--- config.mk ---
export PLATFORM = sky130hd
export DESIGN_NAME = scale_pitch_quantizer
export DESIGN_NICKNAME = d
export VERILOG_FILES = /design/src/spq_pkg.sv /design/src/scale_pitch_quantizer.sv /design/src/spq_ctrl.sv /design/src/spq_datapath.sv
export SDC_FILE = /design/constraint.sdc
export NUM_CORES = 1
export LEC_CHECK = 0
export ABC_AREA = 1
export BUFFER_PORTS_ARGS = -buffer_cell sky130_fd_sc_hd__buf_2
export CORE_MARGIN = 2
export CORE_UTILIZATION = 54
export DETAILED_ROUTE_END_ITERATION = 10
export PLACE_DENSITY = 0.72
export RECOVER_POWER = 25
export SYNTH_ARGS = -nofsm -noshare
export SYNTH_HDL_FRONTEND = slang
export SYNTH_SLANG_ARGS = --single-unit
export TNS_END_PERCENT = 20
--- constraint.sdc ---
create_clock -name aclk -period 10.05 [get_ports aclk]
set_clock_uncertainty 0.05 [all_clocks]
set_input_delay 0.5025 -clock aclk [delete_from_list [all_inputs] [get_ports aclk]]
set_output_delay 0.5025 -clock aclk [all_outputs]
set_load 0.05 [all_outputs]
--- src/spq_pkg.sv ---
// Shared constants, register codes and controller/datapath interface types
// for the scale pitch quantiser. No dependencies.
`default_nettype none

package spq_pkg;

    // Default build parameters
    localparam int MAX_SCALE_LEN_DEF = 12;
    localparam int OCTAVE_SPAN_DEF   = 8;

    // Field widths
    localparam int NOTE_W  = 7;
    localparam int OCTS_W  = 5;
    localparam int LEN_W   = 4;
    localparam int STEPS_W = 48;
    localparam int STEP_W  = 4;
    localparam int DEG_W   = 8;
    localparam int OCT_W   = 6;
    localparam int CFGI_W  = 4;

    // Internal widths
    localparam int SPAN_W  = 7;   // span * length, up to 96 with defaults
    localparam int DEGO_W  = 5;   // degree octave, within +/- span
    localparam int OSUM_W  = 7;   // octave shift plus degree octave
    localparam int CAND_W  = 11;  // unclamped candidate note

    localparam int SEMIS_PER_OCTAVE = 12;
    localparam int MIDI_TOP         = 127;

    // Configuration register indices
    localparam logic [CFGI_W-1:0] CFG_ROOT_NOTE    = 4'd0;
    localparam logic [CFGI_W-1:0] CFG_OCTAVE_SHIFT = 4'd1;
    localparam logic [CFGI_W-1:0] CFG_SCALE_LENGTH = 4'd2;
    localparam logic [CFGI_W-1:0] CFG_SCALE_STEPS  = 4'd3;

    // Register reset values
    localparam logic [NOTE_W-1:0]  ROOT_RST  = 7'd60;
    localparam logic [OCTS_W-1:0]  OCTS_RST  = 5'd0;
    localparam logic [LEN_W-1:0]   LEN_RST   = 4'd7;
    localparam logic [STEPS_W-1:0] STEPS_RST = 48'h0000_0B97_5420;

    // Controller to datapath commands
    typedef struct packed {
        logic start;     // capture input note, set up the degree walk
        logic step;      // evaluate current degree and advance
        logic load_out;  // move the winner into the result register
    } spq_cmd_t;

    // Datapath to controller status
    typedef struct packed {
        logic last;      // current degree is the top of the walk
    } spq_sts_t;

endpackage

`default_nettype wire

--- src/scale_pitch_quantizer.sv ---
// Top level of the scale pitch quantiser: ties the controller to the datapath.
// Depends on spq_pkg, spq_ctrl and spq_datapath.
//
//  channel  | handshake            | payload
//  ---------+----------------------+------------------------------------------
//  input    | s_valid / s_ready    | s_note_in
//  result   | m_valid / m_ready    | m_snapped_note, m_scale_degree, m_note_octave
//  config   | cfg_valid / cfg_ready| cfg_index, cfg_data
//
// One degree is evaluated per cycle by a single candidate/compare unit, which walks
// every degree from -OCTAVE_SPAN*len to +OCTAVE_SPAN*len; the next note is accepted
// only once that walk is over.
// A finished result sits in the output register while the next note is taken;
// the last degree holds until that register is free.
// Synchronous active-low reset restores the configuration reset values.
`default_nettype none

module scale_pitch_quantizer
    import spq_pkg::*;
#(
    parameter int MAX_SCALE_LEN = MAX_SCALE_LEN_DEF,
    parameter int OCTAVE_SPAN   = OCTAVE_SPAN_DEF
) (
    input  wire logic               aclk,
    input  wire logic               aresetn,
    input  wire logic               s_valid,
    output logic                    s_ready,
    input  wire logic [NOTE_W-1:0]  s_note_in,
    output logic                    m_valid,
    input  wire logic               m_ready,
    output logic [NOTE_W-1:0]       m_snapped_note,
    output logic signed [DEG_W-1:0] m_scale_degree,
    output logic signed [OCT_W-1:0] m_note_octave,
    input  wire logic               cfg_valid,
    output logic                    cfg_ready,
    input  wire logic [CFGI_W-1:0]  cfg_index,
    input  wire logic [STEPS_W-1:0] cfg_data
);

    spq_cmd_t cmd;
    spq_sts_t sts;

    // Configuration beats are always taken
    assign cfg_ready = 1'b1;

    spq_ctrl u_ctrl (
        .aclk    (aclk),
        .aresetn (aresetn),
        .s_valid (s_valid),
        .s_ready (s_ready),
        .m_valid (m_valid),
        .m_ready (m_ready),
        .cmd     (cmd),
        .sts     (sts)
    );

    spq_datapath #(
        .MAX_SCALE_LEN (MAX_SCALE_LEN),
        .OCTAVE_SPAN   (OCTAVE_SPAN)
    ) u_datapath (
        .aclk         (aclk),
        .aresetn      (aresetn),
        .cfg_wr       (cfg_valid && cfg_ready),
        .cfg_index    (cfg_index),
        .cfg_data     (cfg_data),
        .note_in      (s_note_in),
        .cmd          (cmd),
        .sts          (sts),
        .snapped_note (m_snapped_note),
        .scale_degree (m_scale_degree),
        .note_octave  (m_note_octave)
    );

endmodule

`default_nettype wire

--- src/spq_ctrl.sv ---
// Controller for the scale pitch quantiser: handshakes and degree-walk sequencing.
// Depends on spq_pkg.
`default_nettype none

module spq_ctrl
    import spq_pkg::*;
(
    input  wire logic     aclk,
    input  wire logic     aresetn,
    input  wire logic     s_valid,
    output logic          s_ready,
    output logic          m_valid,
    input  wire logic     m_ready,
    output spq_cmd_t      cmd,
    input  wire spq_sts_t sts
);

    localparam logic ST_IDLE = 1'b0;
    localparam logic ST_RUN  = 1'b1;

    logic state_reg, state_next;
    logic m_valid_reg, m_valid_next;
    logic out_free;

    assign s_ready  = (state_reg == ST_IDLE);
    assign m_valid  = m_valid_reg;
    assign out_free = !m_valid_reg || m_ready;

    // Sequencing: the final degree waits until the result register is free
    always_comb begin
        state_next   = state_reg;
        m_valid_next = m_valid_reg;
        cmd          = '0;
        if (m_ready) begin
            m_valid_next = 1'b0;
        end
        unique case (state_reg)
            ST_IDLE: begin
                if (s_valid) begin
                    cmd.start  = 1'b1;
                    state_next = ST_RUN;
                end
            end
            ST_RUN: begin
                if (!sts.last) begin
                    cmd.step = 1'b1;
                end else if (out_free) begin
                    cmd.step     = 1'b1;
                    cmd.load_out = 1'b1;
                    m_valid_next = 1'b1;
                    state_next   = ST_IDLE;
                end
            end
            default: state_next = ST_IDLE;
        endcase
    end

    always_ff @(posedge aclk) begin
        if (!aresetn) begin
            state_reg   <= ST_IDLE;
            m_valid_reg <= 1'b0;
        end else begin
            state_reg   <= state_next;
            m_valid_reg <= m_valid_next;
        end
    end

endmodule

`default_nettype wire

--- src/spq_datapath.sv ---
// Datapath for the scale pitch quantiser: configuration registers, degree
// counters, candidate note, best-so-far tracking and result register. Depends on spq_pkg.
`default_nettype none

module spq_datapath
    import spq_pkg::*;
#(
    parameter int MAX_SCALE_LEN = MAX_SCALE_LEN_DEF,
    parameter int OCTAVE_SPAN   = OCTAVE_SPAN_DEF
) (
    input  wire logic               aclk,
    input  wire logic               aresetn,
    input  wire logic               cfg_wr,
    input  wire logic [CFGI_W-1:0]  cfg_index,
    input  wire logic [STEPS_W-1:0] cfg_data,
    input  wire logic [NOTE_W-1:0]  note_in,
    input  wire spq_cmd_t           cmd,
    output spq_sts_t                sts,
    output logic [NOTE_W-1:0]       snapped_note,
    output logic signed [DEG_W-1:0] scale_degree,
    output logic signed [OCT_W-1:0] note_octave
);

    localparam int IDX_W = (MAX_SCALE_LEN > 1) ? $clog2(MAX_SCALE_LEN) : 1;

    // Configuration registers
    logic [NOTE_W-1:0]        root_reg;
    logic signed [OCTS_W-1:0] octs_reg;
    logic [LEN_W-1:0]         len_cfg_reg;
    logic [STEPS_W-1:0]       steps_reg;

    // Walk state
    logic [NOTE_W-1:0]        target_reg;
    logic [LEN_W-1:0]         len_reg;
    logic [SPAN_W-1:0]        span_reg;
    logic signed [DEG_W-1:0]  deg_reg;
    logic [IDX_W-1:0]         wrap_reg;
    logic signed [DEGO_W-1:0] dego_reg;
    logic                     have_reg;

    // Best candidate so far
    logic [NOTE_W-1:0]        best_note_reg;
    logic [NOTE_W-1:0]        best_dist_reg;
    logic signed [DEG_W-1:0]  best_deg_reg;
    logic signed [OCT_W-1:0]  best_oct_reg;

    // Result register
    logic [NOTE_W-1:0]        out_note_reg;
    logic signed [DEG_W-1:0]  out_deg_reg;
    logic signed [OCT_W-1:0]  out_oct_reg;

    logic [LEN_W-1:0]         len_eff;
    logic [SPAN_W-1:0]        span_eff;
    logic [STEP_W-1:0]        step_val;
    logic signed [OSUM_W-1:0] oct_sum;
    logic signed [CAND_W-1:0] oct_wide;
    logic signed [CAND_W-1:0] cand_raw;
    logic [NOTE_W-1:0]        cand;
    logic [NOTE_W-1:0]        note_gap;
    logic                     take;
    logic                     wrap_end;
    logic [NOTE_W-1:0]        sel_note;
    logic [NOTE_W-1:0]        sel_dist;
    logic signed [DEG_W-1:0]  sel_deg;
    logic signed [OCT_W-1:0]  sel_oct;

    // Configuration writes; unknown indices are dropped
    always_ff @(posedge aclk) begin
        if (!aresetn) begin
            root_reg    <= ROOT_RST;
            octs_reg    <= OCTS_RST;
            len_cfg_reg <= LEN_RST;
            steps_reg   <= STEPS_RST;
        end else if (cfg_wr) begin
            unique case (cfg_index)
                CFG_ROOT_NOTE:    root_reg    <= cfg_data[NOTE_W-1:0];
                CFG_OCTAVE_SHIFT: octs_reg    <= cfg_data[OCTS_W-1:0];
                CFG_SCALE_LENGTH: len_cfg_reg <= cfg_data[LEN_W-1:0];
                CFG_SCALE_STEPS:  steps_reg   <= cfg_data;
                default: ;
            endcase
        end
    end

    // Effective length: zero reads as one, saturates at the table size
    always_comb begin
        priority if (len_cfg_reg == '0) begin
            len_eff = LEN_W'(1);
        end else if (len_cfg_reg > LEN_W'(MAX_SCALE_LEN)) begin
            len_eff = LEN_W'(MAX_SCALE_LEN);
        end else begin
            len_eff = len_cfg_reg;
        end
    end

    assign span_eff = SPAN_W'(OCTAVE_SPAN) * SPAN_W'(len_eff);

    // Candidate note for the current degree
    assign step_val = steps_reg[{wrap_reg, 2'b00} +: STEP_W];
    assign oct_sum  = OSUM_W'(octs_reg) + OSUM_W'(dego_reg);
    assign oct_wide = CAND_W'(oct_sum);
    assign cand_raw = $signed({{(CAND_W-NOTE_W){1'b0}}, root_reg})
                    + $signed({{(CAND_W-STEP_W){1'b0}}, step_val})
                    + (oct_wide <<< 3) + (oct_wide <<< 2);

    always_comb begin
        priority if (cand_raw < 0) begin
            cand = '0;
        end else if (cand_raw > CAND_W'(MIDI_TOP)) begin
            cand = NOTE_W'(MIDI_TOP);
        end else begin
            cand = cand_raw[NOTE_W-1:0];
        end
    end

    assign note_gap = (cand > target_reg) ? (cand - target_reg) : (target_reg - cand);

    // Nearest wins, then the lower note, then the earlier degree
    assign take = !have_reg || (note_gap < best_dist_reg)
               || ((note_gap == best_dist_reg) && (cand < best_note_reg));

    assign sel_note = take ? cand : best_note_reg;
    assign sel_dist = take ? note_gap : best_dist_reg;
    assign sel_deg  = take ? deg_reg : best_deg_reg;
    assign sel_oct  = take ? oct_sum[OCT_W-1:0] : best_oct_reg;

    assign wrap_end = (LEN_W'(wrap_reg) == (len_reg - LEN_W'(1)));
    assign sts.last = (deg_reg == $signed({1'b0, span_reg}));

    // Degree walk and best tracking
    always_ff @(posedge aclk) begin
        if (!aresetn) begin
            have_reg <= 1'b0;
        end else if (cmd.start) begin
            have_reg <= 1'b0;
        end else if (cmd.step) begin
            have_reg <= 1'b1;
        end
    end

    always_ff @(posedge aclk) begin
        if (cmd.start) begin
            target_reg <= note_in;
            len_reg    <= len_eff;
            span_reg   <= span_eff;
            deg_reg    <= DEG_W'(0) - DEG_W'(span_eff);
            wrap_reg   <= '0;
            dego_reg   <= DEGO_W'(-OCTAVE_SPAN);
        end else if (cmd.step) begin
            best_note_reg <= sel_note;
            best_dist_reg <= sel_dist;
            best_deg_reg  <= sel_deg;
            best_oct_reg  <= sel_oct;
            deg_reg       <= deg_reg + DEG_W'(1);
            if (wrap_end) begin
                wrap_reg <= '0;
                dego_reg <= dego_reg + DEGO_W'(1);
            end else begin
                wrap_reg <= wrap_reg + IDX_W'(1);
            end
        end
    end

    // Result register
    always_ff @(posedge aclk) begin
        if (cmd.load_out) begin
            out_note_reg <= sel_note;
            out_deg_reg  <= sel_deg;
            out_oct_reg  <= sel_oct;
        end
    end

    assign snapped_note = out_note_reg;
    assign scale_degree = out_deg_reg;
    assign note_octave  = out_oct_reg;

endmodule

`default_nettype wire

# After elaboration in Yosys (flattened, before gate mapping)
# Cells that the tools add are included.
[word_totals]
reg_bits = 144
out_inout_bits = 24
[op_classes]
n_lt_le_gt_ge = 6
n_addsub = 11
n_reduce_logical = 17
muxes = 24
bitwise = 3
eq_ne = 6
shift = 1
[ops]
columns = ["operator", "count"]
rows = [
  ["$shiftx A48 B7 Y4", 1],
  ["$mux W7", 4],
  ["$mux W8", 3],
  ["$lt A7 B7 Y1", 2],
  ["$sub A7 B7 Y7", 2],
  ["$mux W4", 3],
  ["$reduce_and A2 Y1", 6],
  ["$add A10 B8 Y11", 1],
  ["$gt A11 B8 Y1 const B", 1],
  ["$lt A11 B1 Y1 const B", 1],
  ["$add A9 B9 Y10", 1],
  ["$mux W1", 10],
  ["$add A7 B4 Y8", 1],
  ["$add A8 B2 Y8 const B", 1],
  ["$eq A4 B2 Y1 const B", 2],
  ["$eq A8 B8 Y1", 1],
  ["$logic_not A4 Y1", 2],
  ["$sub A1 B7 Y8 const A", 1],
  ["$eq A7 B7 Y1", 1],
  ["$gt A7 B7 Y1", 1],
  ["$add A5 B5 Y6", 1],
  ["$mux W6", 1],
  ["$add A5 B2 Y5 const B", 1],
  ["$add A4 B1 Y4 const B", 1],
  ["13 further kinds", 19],
]

# Depth between registers and ports, before layout
[logic_depth]
word_depth = 13
depth_mapped = 52
ltp_nobuf = 49

# Modules after synthesis
# Synthesis repeated with hierarchy kept, for this count alone.
[hier_totals]
hier_cells = 913
area_unflattened_um2 = 7644.8
[by_module_without_submodules]
columns = ["mod", "cells_each", "instances", "area_per_inst_um2", "seq_area_each_um2"]
rows = [
  ["spq_datapath", 896, 1, 7531.0, 3523.4],
  ["spq_ctrl", 15, 1, 102.6, 40.0],
  ["scale_pitch_quantizer", 2, 1, 11.3, 0.0],
]

# Worst setup path before layout
# OpenSTA, ideal clock, no wires.
[synth_path]
kind = "reg-to-reg"
start = "register u_datapath.wrap_reg[1]"
end = "register u_datapath.best_dist_reg[0], enable pin"
path_stages_with_launch = 49
arrival_time_ns = 7.518
setup_time_ns = 0.373
slack_ns = 2.109
path_buffers = 2
cell_sequence = "dfxtp_1 -> clkbuf_1 -> clkinv_1 -> a21oi_1 -> o21ai_0 -> nand3_1 -> a32o_1 -> ha_1 -> inv_1 -> fa_1 -> o21ai_0 -> nand2_1 -> nor2_1 -> xor2_1 -> inv_1 -> fa_1 -> inv_1 -> ha_1 -> [13 not listed] -> a21oi_1 -> o21bai_1 -> a21oi_1 -> nor2_1 -> o21ai_2 -> nand3_1 -> o21ai_0 -> nand2_1 -> nand2_1 -> inv_1 -> ha_1 -> nand2_1 -> nor2_1 -> o21ai_0 -> a2111oi_4 -> nand2_4 -> buf_2 -> a21oi_1"
[synth_between]
elab_chain_len = 13
[synth_lines]
columns = ["element", "line", "text"]
rows = [
  ["start, declared", "spq_datapath.sv:37", "logic [IDX_W-1:0] wrap_reg;"],
  ["start signal, assigned", "spq_datapath.sv:159", "wrap_reg <= wrap_reg + IDX_W'(1);"],
  ["$shiftx A48 B7 Y4 (*)", "spq_datapath.sv:99", "assign step_val = steps_reg[{wrap_reg, 2'b00} +: STEP_W];"],
  ["$add A7 B4 Y8 (*)", "spq_datapath.sv:103", "+ $signed({{(CAND_W-STEP_W){1'b0}}, step_val})"],
  ["$add A9 B9 Y10 (*)", "spq_datapath.sv:104", "+ (oct_wide <<< 3) + (oct_wide <<< 2);"],
  ["$add A10 B8 Y11 (*)", "spq_datapath.sv:104", ""],
  ["$gt A11 B8 Y1", "spq_datapath.sv:109", "end else if (cand_raw > CAND_W'(MIDI_TOP)) begin"],
  ["$mux W7", "spq_datapath.sv:109", ""],
  ["$mux W7 (*)", "spq_datapath.sv:107", "priority if (cand_raw < 0) begin"],
  ["$sub A7 B7 Y7 or $gt A7 B7 Y1 (tied branches)", "spq_datapath.sv:116", "assign note_gap = (cand > target_reg) ? (cand - target_reg) : (target_reg - cand);"],
  ["$mux W7 (*)", "spq_datapath.sv:116", ""],
  ["named net u_datapath.note_gap[6]", "spq_datapath.sv:59", "logic [NOTE_W-1:0] note_gap;"],
  ["$lt A7 B7 Y1 or $eq A7 B7 Y1 (tied branches)", "spq_datapath.sv:119, spq_datapath.sv:120", ""],
  ["$logic_or A1 B1 Y1 or $logic_and A1 B1 Y1 (tied branches)", "spq_datapath.sv:119, spq_datapath.sv:120", ""],
  ["$logic_or A1 B1 Y1 (*)", "spq_datapath.sv:120", "|| ((note_gap == best_dist_reg) && (cand < best_note_reg));"],
  ["$reduce_and A3 Y1 (no line) (*)", "--", ""],
  ["end signal, assigned", "spq_datapath.sv:151", "best_dist_reg <= sel_dist;"],
  ["end, declared", "spq_datapath.sv:43", "logic [NOTE_W-1:0] best_dist_reg;"],
]
# Mark *: on every way through the listed nets, which the timed path passes. The rest lies on a longest branch.
# A chain may end at the register's enable or synchronous reset.

# Worst setup path in the final report
[layout_path]
start = "register u_datapath.wrap_reg[0]"
end = "register u_datapath.best_dist_reg[5], enable pin"
# The elaborated chain is that of the path after synthesis.

==> reports/summary.txt <==
Synth cell types = 45
fraction of post-synthesis cell area in the top cell type by area = 26.4%
CP Data Arrival Time = 8610 ps
post-synthesis share of cell area spent on full adders, half adders and majority gates = 10.3%
sequential share of power = 34.1%
Design Area, Final = 0.00886 sq mm
startpoint type of the worst setup path = flop
Antenna Cells = 0
register area = 0.00356 sq mm
number of nets in the synthesized netlist = 1035
buffer levels on the longest clock path = 2
Root Buffer Master = clkbuf_16
category of the most critical setup path = reg2reg
maximum fanout encountered on the critical timing path = 25
cts bufs inserted = 17
Core ar. = 0.0139 sq mm
main flop type after synthesis = dfxtp_1
area occupied by multi-input gates = 0.00351 sq mm
number of I/O port buffers = 86
XOR/XNOR share of the synthesized area = 3.05%
failing checks = capacitance limit, slew limit
basic-gate share of the synthesized area counting and, or, nand and nor cells = 18.0%
Worst EP required = 10050 ps
worst path setup slack after routing = 1450 ps
period utilisation layout = 85.6%
clock latency on the worst-skew pair = 430 ps
Synth Instances = 913
fraction of layout instances using a drive strength above 1 = 12.5%
top-level I/O count = 88
worst hold-check slack = 206 ps
summed instance area of the synthesized netlist = 0.00774 sq mm
main combinational cell family by area after synthesis = simple AND/OR/NAND/NOR gates
x dimension of the die = 124 microns
type of the worst min-delay path = in2reg
number of DRC violations after detailed routing = 0
overall routing resource usage = 23.0%
Static Leakage = 0.00400 uW
post-route antenna net violation count = 0
gr ovfl total = 0
cell-internal power = 1430 uW
CTS sink count = 144
P_sw = 758 uW
count of pins over their slew limit = 62
final RePlAce weighted congestion = 0.921
Starting Density = 55.6%
number of synthesized flops with an enable pin = 68
Slew HR = -43.5%
buffer count from post-CTS setup fixing = 0
WL final = 16500 microns
area growth from synthesis to layout = 14.4%
via count = 6224
share of flip-flops with an asynchronous set or reset after synthesis = 0%
Synth Area per Inst = 8.48 sq um
flip-flop and latch count after synthesis = 144
Post-Layout Cell Count = 1180
area fraction in compound gates after synthesis = 13.1%
floorplan die area = 0.0153 sq mm
Worst Tran Pin Value = 2150 ps
final count of negative-setup-slack endpoints = 0
f_max = 116 MHz
CTS clock-pin slew for the worst setup and hold paths = 60 ps
via count of the first global-routing pass = 5638
H-Tree Depth = 4
accumulated negative setup slack = 0 ps
most instantiated cells after synthesis = nand2_1 (157), inv_1 (134), o21ai_0 (86)
endpoint type of the worst setup path = flop
Filler cells = 1215
global-route wire length before repair = 27100 microns
number of synthesis warnings = 0
DIE HEIGHT = 124 microns
pin count of the biggest net entering global routing = 70
DP Cell Count = 1149
area post-placement = 0.00829 sq mm
Final Critical Period = 8600 ps
unrepaired setup endpoints after global routing = no
total number of placement rows = 43
post-DR vias/cell = 5.27
share of power burned in the clock network = 29.7%
biggest cell delay along the critical path = 600 ps
multiplexer fraction of the synthesized cell area = 0.582%
hold-fix buffer count after cts = 0
result of the run = finished, violations left
Nets = 1110
max capacitance violation total = 1
post-detailed-placement half-perimeter wirelength = 11900 microns
starting DRC count in detailed routing = 441
power density relative to cell area = 247 mW/mm^2
Final Hold Violating Endpoints = 0
Resized Gates After CTS = 0
cell type contributing the most total cell area after synthesis = edfxtp_1
maximum vdd ir drop = 0.114 mV
routed len/inst = 14.0 microns
slowest cell on the critical path = a21oi_1
number of optimization iterations in the first detailed-route pass = 5
biggest area contributors in the synthesized netlist = edfxtp_1 (26%), dfxtp_1 (20%), ha_1 (7.8%), nand2_1 (7.6%), inv_1 (6.5%)
buffering stage count on the worst path with inverters included = 6
initial antenna violation count = 0
cell family contributing the most delay on the critical path = compound AO/OA/AOI/OAI gates
flip-flop count of the largest register after layout = 48
most used standard cell by instance count after synthesis = nand2_1
Combinational Power Share = 36.2%
dpl ws = 1370 ps
most used cell, CP = nand2_1
switching share of power = 34.7%
TritonCTS clock tree = yes
share of synthesized area occupied by flip-flops and latches = 46.0%
## power groups by stage
stage / Sequential [uW] / Clock, uW / Combinational [uW]
6_report: 745 / 649 / 790
5_1_grt: 751 / 681 / 911
4_1_cts: 745 / 656 / 794
3_5_place_dp: 757 / 0 / 786
3_3_place_gp: 755 / 0 / 766
2_1_floorplan: 747 / 0 / 623
## layout by cell type (no fill, tap or decap), drive strengths merged, types with 6 or more instances in the layout
cell type  Yosys  layout
a21oi         76      76
fa            10      10
nor2          67      67
buf            6      69
nand3         68      68
nand2        165     165
xnor2         11      11
xor2          16      16
clkinv         2       9
o21ai         88      88
edfxtp        68      68
dfxtp         76      76
o211ai         6       6
nor3           8       8
ha            48      48
inv          136     136
clkbuf        30      42
## routing by layer
| metal | share of wire (%) | wire length [microns] | vias to the layer above | GRT usage (%) |
|---|---|---|---|---|
| met4 | 1.8 | 303 | 0 | 7.95 |
| li1 | - | - | 3165 | - |
| met2 | 47 | 7770 | 146 | 36.3 |
| met5 | 0 | 0 | - | 0 |
| met3 | 4.7 | 771 | 25 | 5.36 |
| met1 | 47 | 7700 | 2888 | 31.1 |
## per-stage QoR
step	util (%)	power [uW]
finish	63.6	2180
global placement	59.5	1520
floorplan	-	1370
detailed placement	59.5	1540
global route	63.6	2340
CTS	63.8	2200
## final timing paths
check	from	end	slack (ps)	cells past startpoint
worst max-delay path	u_datapath.wrap_reg[0]	u_datapath.best_dist_reg[5]	1450	45
worst min-delay path	s_note_in[1]	u_datapath.target_reg[1]	210	1
worst min register to register	u_datapath.steps_reg[4]	u_datapath.steps_reg[4]	410	2
worst max register to register	u_datapath.wrap_reg[0]	u_datapath.best_dist_reg[5]	1450	45
## final cells by class
type                            instances  area share, %
Sequential cell                       144           40.2
Multi-Input combinational cell        595           39.6
Inverter                              138           5.85
Timing Repair Buffer                   92           5.01
Clock buffer                           19           4.89
Tap cell                              180           2.54
Clock inverter                         12           1.89
## kinds of logic after synthesis
kind of cell,count (synthesis)
AND/OR/NAND/NOR,320
AO/OA/AOI/OAI,185
buffers and inverters,174
flip-flops,144
adder cells (fa/ha/maj),58
XOR/XNOR,27
multiplexers,4
other,1
Note: power is estimated with default switching activity, not from simulation.
